File: src/hdl/ib_pkg.sv
`timescale 1ns / 1ps
`default_nettype none
// ----------------------------------------------------------------------------
// ib_pkg - shared types and constants for the interval bounds arithmetic block
// Operation codes, field widths and the words passed between pipeline stages.
// ----------------------------------------------------------------------------
package ib_pkg;

	// bits of each bound that take part in the arithmetic (8 .. IN_W)
	localparam int VALUE_WIDTH = 32;
	// port widths of the operand and result bounds
	localparam int IN_W        = 32;
	localparam int OUT_W       = 2 * IN_W;
	localparam int MODE_W      = 3;

	typedef enum logic [MODE_W-1:0] {
		MODE_ADD = 3'd0,
		MODE_SUB = 3'd1,
		MODE_MUL = 3'd2,
		MODE_DIV = 3'd3,
		MODE_MOD = 3'd4
	} mode_t;

	typedef logic signed [IN_W-1:0]  in_val_t;
	typedef logic signed [OUT_W-1:0] out_val_t;

	// stage 1: decoded operands
	typedef struct packed {
		mode_t   mode;
		logic    has;
		logic    lnull;
		logic    rnull;
		logic    lint;
		logic    rint;
		in_val_t lmin;
		in_val_t lmax;
		in_val_t rmin;
		in_val_t rmax;
	} op_t;

	// stage 2: corner values or a fixed range
	typedef struct packed {
		logic     has;
		logic     cnull;
		logic     corner;
		out_val_t c0;
		out_val_t c1;
		out_val_t c2;
		out_val_t c3;
		out_val_t fix_lo;
		out_val_t fix_hi;
	} corner_t;

	// stage 3: first level of the min / max tree
	typedef struct packed {
		logic     has;
		logic     cnull;
		logic     corner;
		out_val_t lo_a;
		out_val_t lo_b;
		out_val_t hi_a;
		out_val_t hi_b;
		out_val_t fix_lo;
		out_val_t fix_hi;
	} pair_t;

	// stage 4: result word
	typedef struct packed {
		logic     has;
		logic     cnull;
		out_val_t lo;
		out_val_t hi;
	} res_t;

	// low VALUE_WIDTH bits read as two's complement
	function automatic in_val_t sext_value(input logic [IN_W-1:0] x);
		logic signed [VALUE_WIDTH-1:0] t;
		t = x[VALUE_WIDTH-1:0];
		return IN_W'(t);
	endfunction

	function automatic out_val_t widen(input in_val_t x);
		return OUT_W'(x);
	endfunction

	function automatic out_val_t abs_wide(input out_val_t x);
		return (x < 0) ? -x : x;
	endfunction

	function automatic out_val_t min_wide(input out_val_t a, input out_val_t b);
		return (a < b) ? a : b;
	endfunction

	function automatic out_val_t max_wide(input out_val_t a, input out_val_t b);
		return (a > b) ? a : b;
	endfunction

endpackage
`default_nettype wire

File: src/hdl/ib_if.sv
`timescale 1ns / 1ps
`default_nettype none


interface ib_out_if;
	logic                            valid;
	logic                            ready;
	logic                            out_has_stats;
	logic                            out_can_null;
	logic signed [ib_pkg::OUT_W-1:0] out_min;
	logic signed [ib_pkg::OUT_W-1:0] out_max;

	modport source (
		output valid, out_has_stats, out_can_null, out_min, out_max,
		input  ready
	);
	modport sink (
		input  valid, out_has_stats, out_can_null, out_min, out_max,
		output ready
	);
endinterface
`default_nettype wire

File: src/hdl/ib_reduce.sv
`timescale 1ns / 1ps
`default_nettype none
// ----------------------------------------------------------------------------
// ib_reduce - min / max reduction and result register
// Stage 3 takes pairwise min / max of the corners, stage 4 finishes the tree,
// picks the fixed range where no corners apply and zeroes words without stats.
// ----------------------------------------------------------------------------
module ib_reduce (
	input  wire logic              clk,
	input  wire logic              arst_n,
	input  wire logic              in_valid,
	output logic                   in_ready,
	input  wire ib_pkg::corner_t   in_word,
	ib_out_if.source               result
);

	logic            v_s3, v_s4;
	logic            rdy_s3, rdy_s4;
	ib_pkg::pair_t   word_s3, nxt3;
	ib_pkg::res_t    word_s4, nxt4;

	// first tree level
	always_comb begin
		nxt3.has    = in_word.has;
		nxt3.cnull  = in_word.cnull;
		nxt3.corner = in_word.corner;
		nxt3.lo_a   = ib_pkg::min_wide(in_word.c0, in_word.c1);
		nxt3.lo_b   = ib_pkg::min_wide(in_word.c2, in_word.c3);
		nxt3.hi_a   = ib_pkg::max_wide(in_word.c0, in_word.c1);
		nxt3.hi_b   = ib_pkg::max_wide(in_word.c2, in_word.c3);
		nxt3.fix_lo = in_word.fix_lo;
		nxt3.fix_hi = in_word.fix_hi;
	end

	// second tree level, range select, no-stats zeroing
	always_comb begin
		nxt4.has = word_s3.has;
		if (word_s3.corner) begin
			nxt4.lo = ib_pkg::min_wide(word_s3.lo_a, word_s3.lo_b);
			nxt4.hi = ib_pkg::max_wide(word_s3.hi_a, word_s3.hi_b);
		end else begin
			nxt4.lo = word_s3.fix_lo;
			nxt4.hi = word_s3.fix_hi;
		end
		nxt4.cnull = word_s3.cnull;
		if (!word_s3.has) begin
			nxt4.cnull = 1'b0;
			nxt4.lo    = '0;
			nxt4.hi    = '0;
		end
	end

	assign rdy_s4   = !v_s4 || result.ready;
	assign rdy_s3   = !v_s3 || rdy_s4;
	assign in_ready = rdy_s3;

	// stage valids
	always_ff @(posedge clk or negedge arst_n) begin
		if (!arst_n) begin
			v_s3 <= 1'b0;
			v_s4 <= 1'b0;
		end else begin
			if (rdy_s3) begin
				v_s3 <= in_valid;
			end
			if (rdy_s4) begin
				v_s4 <= v_s3;
			end
		end
	end

	// stage payloads
	always_ff @(posedge clk) begin
		if (rdy_s3 && in_valid) begin
			word_s3 <= nxt3;
		end
		if (rdy_s4 && v_s3) begin
			word_s4 <= nxt4;
		end
	end

	assign result.valid         = v_s4;
	assign result.out_has_stats = word_s4.has;
	assign result.out_can_null  = word_s4.cnull;
	assign result.out_min       = word_s4.lo;
	assign result.out_max       = word_s4.hi;

	// a stalled stage 3 word is held for the output register
	a_s3_hold: assert property (@(posedge clk) disable iff (!arst_n)
		v_s3 && !rdy_s4 |=> v_s3 && $stable(word_s3))
		else $error("stage 3 word changed during stall");

	// pairwise tree is ordered
	a_pair_order: assert property (@(posedge clk) disable iff (!arst_n)
		v_s3 && word_s3.corner |-> (word_s3.lo_a <= word_s3.hi_a) &&
		(word_s3.lo_b <= word_s3.hi_b))
		else $error("corner pair out of order");

	// result without stats is all zero
	a_no_stats_zero: assert property (@(posedge clk) disable iff (!arst_n)
		v_s4 && !word_s4.has |-> !word_s4.cnull && (word_s4.lo == 0) &&
		(word_s4.hi == 0))
		else $error("result without stats not cleared");

	// stage 3 word reaches the output when the output slot frees
	a_s4_fill: assert property (@(posedge clk) disable iff (!arst_n)
		v_s3 && rdy_s4 |=> v_s4)
		else $error("stage 3 word lost on advance");

endmodule
`default_nettype wire

File: src/flat_wrapper.sv
// flat-port wrapper written by rule: the top's interface ports become plain ports
module ib_reduce_flat 
  (clk, arst_n, in_valid, in_ready, in_word, result_valid, result_out_has_stats, result_out_can_null, result_out_min, result_out_max, result_ready);
  ib_out_if result_i ();
  input  wire logic clk;
  input  wire logic arst_n;
  input  wire logic in_valid;
  output logic in_ready;
  input  wire ib_pkg::corner_t in_word;
  output wire logic [$bits(result_i.valid)-1:0] result_valid;
  output wire logic [$bits(result_i.out_has_stats)-1:0] result_out_has_stats;
  output wire logic [$bits(result_i.out_can_null)-1:0] result_out_can_null;
  output wire logic [$bits(result_i.out_min)-1:0] result_out_min;
  output wire logic [$bits(result_i.out_max)-1:0] result_out_max;
  input wire logic [$bits(result_i.ready)-1:0] result_ready;
  assign result_valid = result_i.valid;
  assign result_out_has_stats = result_i.out_has_stats;
  assign result_out_can_null = result_i.out_can_null;
  assign result_out_min = result_i.out_min;
  assign result_out_max = result_i.out_max;
  assign result_i.ready = result_ready;
  ib_reduce u_core (.clk(clk), .arst_n(arst_n), .in_valid(in_valid), .in_ready(in_ready), .in_word(in_word), .result(result_i));
endmodule
File: config.mk
export PLATFORM = sky130hd
export DESIGN_NAME = ib_reduce_flat
export DESIGN_NICKNAME = d
export VERILOG_FILES = /design/src/hdl/ib_pkg.sv /design/src/hdl/ib_if.sv /design/src/hdl/ib_reduce.sv /design/src/flat_wrapper.sv
export SDC_FILE = /design/constraint.sdc
export NUM_CORES = 1
export LEC_CHECK = 0
export BUFFER_PORTS_ARGS = -buffer_cell sky130_fd_sc_hd__buf_4
export CAP_MARGIN = 20
export CORE_MARGIN = 1
export CORE_UTILIZATION = 51
export CTS_BUF_LIST = sky130_fd_sc_hd__clkbuf_16
export CTS_CLUSTER_DIAMETER = 30
export DETAILED_ROUTE_END_ITERATION = 10
export GPL_TIMING_DRIVEN = 1
export PLACE_DENSITY = 0.77
export SYNTH_ARGS = -nofsm -noshare
export SYNTH_HDL_FRONTEND = slang
export SYNTH_SLANG_ARGS = --single-unit
File: constraint.sdc
create_clock -name clk -period 10.5 [get_ports clk]
set_input_delay 1.575 -clock clk [delete_from_list [all_inputs] [get_ports clk]]
set_output_delay 1.575 -clock clk [all_outputs]
set_load 0.05 [all_outputs]
==> out/metrics.yaml <==
status: "complete, no violations"
async_flop_share_pct: 0.385
start_util_pct: 51.8
core_area_um2: 55200
clkSinkCount: 519
grt_pass1_vias: 23400
leakage_nw: 15.7
timing.final.crit_period_ns: 5.80
via_count: 22700
synth_most_common_cell: "edfxtp_1"
synth.area.top_cells: "edfxtp_1, ha_1, mux2_2"
register_area_um2: 15600
dp.final_hpwl_um: 67100
synth_seq_cells: 519
cp-startpoint: "in_word[159]"
cts.root.buffer_cell: "clkbuf_16"
worst_pin_slew_ns: 1.18
design_area_um2: 37300
syn-cell-area_um2: 28600
finClkSkew_ns: 0.0273
maxCapViolCount: 0
synth_cells: 2289
globalplace.congestion: 0.931
report.final.setup_viol: 0
die_w_um: 239
cp.required_ns: 10.89
clk_pin_slew_ns: 0.04
rsz0062_at_grt: "false"
yosysWarningCount: 0
drt_iter0_markers: 2156
synth.largest_area_cell: "edfxtp_1"
synth_edf_count: 517
port_buffers: 522
crit_path_end_kind: "flop"
cts_max_level: 3
fin_ws_ns: 4.70
worstHoldPathType: "flop to flop"
post-place-ws_ns: 3.96
grt_use_total_pct: 33.2
tns_ns: 0
avgViaCountPerCell: 6.16
grt_overflow: 0
ios: 523
clk_latency_ns: 0.66
dpl_cell_area_um2: 33200
syn_avg_cell_area_um2: 12.5
drc: 0
cts_buffers: 121
slew_violations: 0
cts_max_path_buffers: 3
wirelength_um: 96300
nNetsFinal: 3478
post-route-period-util_pct: 55.3
ys_top_cells_by_count: "edfxtp_1, inv_1, ha_1"
crit_type: "primary input to flop"
dieArea_um2: 57000
endpoint: "u_core.word_s3[185]"
antenna_found_initial: 13
wl_per_cell_um: 26.1
max_clock_freq_mhz: 172
syn2layout_area_growth_pct: 30.4
cts.repair.resized: 0
rrSetupSlack_ns: 5.57
cts_tree: "yes"
power_mw: 7.78
die_h_um: 239
reg2reg_to: "u_core.result.out_max[14]"
postCtsSetupBuffers: 0
grt_max_degree: 258
synth-main-ff-cell: "edfxtp_1"
cp_data_arrival_time_ns: 6.20
ir_drop_uv: 153
drive_above_1_share_pct: 32.4
holdBufCountCts: 0
power.density_nw_per_um2: 209
fillers: 3914
slew_headroom_pct: 21.1
grt_first_pass_wirelength_um: 141000
start_kind: "primary input"
crit_fanout: 53
worstReg2RegStart: "u_core.word_s3[174]"
synth_top_area_share_pct: 54.3
seq_area_frac_synth_pct: 54.5
dr.pass1.iters: 6
r2r_cells: 12
rows: 86
fin_util_pct: 67.6
multi_input_area_um2: 11600
ys_types: 52
hold_viol: 0
ant_nets: 0
syn_nets: 2935
metal layers:
metal	share of wire [%]	vias to the layer above	routed length, um	track usage [%]
met5	0.11	-	105	0
met4	4.6	16	4420	15.5
met3	9.7	271	9320	8.86
met2	48	1302	45800	54.1
met1	38	11000	36600	41.0
li1	-	10100	-	-
worst min path at each step:
stage	startpoint	end	slack (ns)	cells after the start
6_report	u_core.v_s3	u_core.result.valid	0.50	1
5_1_grt	u_core.v_s3	u_core.result.valid	0.52	1
4_1_cts	u_core.v_s3	u_core.result.valid	0.51	1
3_5_place_dp	u_core.v_s3	u_core.result.valid	0.50	1
3_3_place_gp	u_core.v_s3	u_core.result.valid	0.48	1
2_1_floorplan	u_core.v_s3	u_core.result.valid	0.45	1
final cells by class:
| type | count | area share (%) |
|---|---|---|
| clock buffer | 121 | 8.12 |
| sequential | 519 | 41.8 |
| inverter | 268 | 2.70 |
| clock inverter | 105 | 2.60 |
| antenna | 5 | 0.0335 |
| multi-input combinational | 1369 | 31.0 |
| tap | 748 | 2.51 |
| timing repair buffer | 553 | 11.3 |
worst max-delay path: stages:
cell and delay [ns]:
buf_4 0.11, inv_1 0.05, ha_1 0.31, nand4_1 0.27
nor4_1 0.62, buf_4 0.27, nand4_1 0.24, a31oi_1 0.41
nor3_1 0.17, a221oi_4 0.84, buf_4 0.86, mux2_2 0.43
registers in the layout (all words and copies together) (netlist names):
name	cells
u_core.nxt4	1
u_core.v_s3	1
u_core.result.out_can_null	1
u_core.word_s3	386
u_core.result.out_max	64
u_core.result.valid	1
u_core.result.out_min	64
u_core.result.out_has_stats	1
report_power, final:
part	switching, mW	internal, mW
clock network	1.18	2.46
registers	0.0945	2.55
logic	0.953	0.543
metrics by stage:
step	cells	hold WS (ns)
2_1_floorplan	2289	0.449
3_3_place_gp	3454	0.475
3_5_place_dp	3454	0.505
4_1_cts	3680	0.506
5_1_grt	3686	0.524
6_report	3688	0.502
cell families (layout without fill, tap and decap cells):
group | Yosys count | in the layout | share of synthesized area (%)
mux | 257 | 257 | 10.1
buf+inv | 401 | 1047 | 5.42
other cells | 0 | 5 | 0
fa+ha+maj | 255 | 255 | 11.2
compound gates | 471 | 471 | 11.2
simple gates | 386 | 386 | 7.63
flops | 519 | 519 | 54.5
cell usage in the layout, fill, tap and decap left out, types with 65 or more instances in the layout:
master	count
buf_4	548
edfxtp_1	517
inv_1	283
ha_1	255
mux2_2	195
clkbuf_16	121
nand4_1	118
o21ai_0	98
a21oi_1	82
nand3_1	78
nor4_1	72
a31oi_1	69
o221ai_1	65
(Power assumes the default switching activity.)
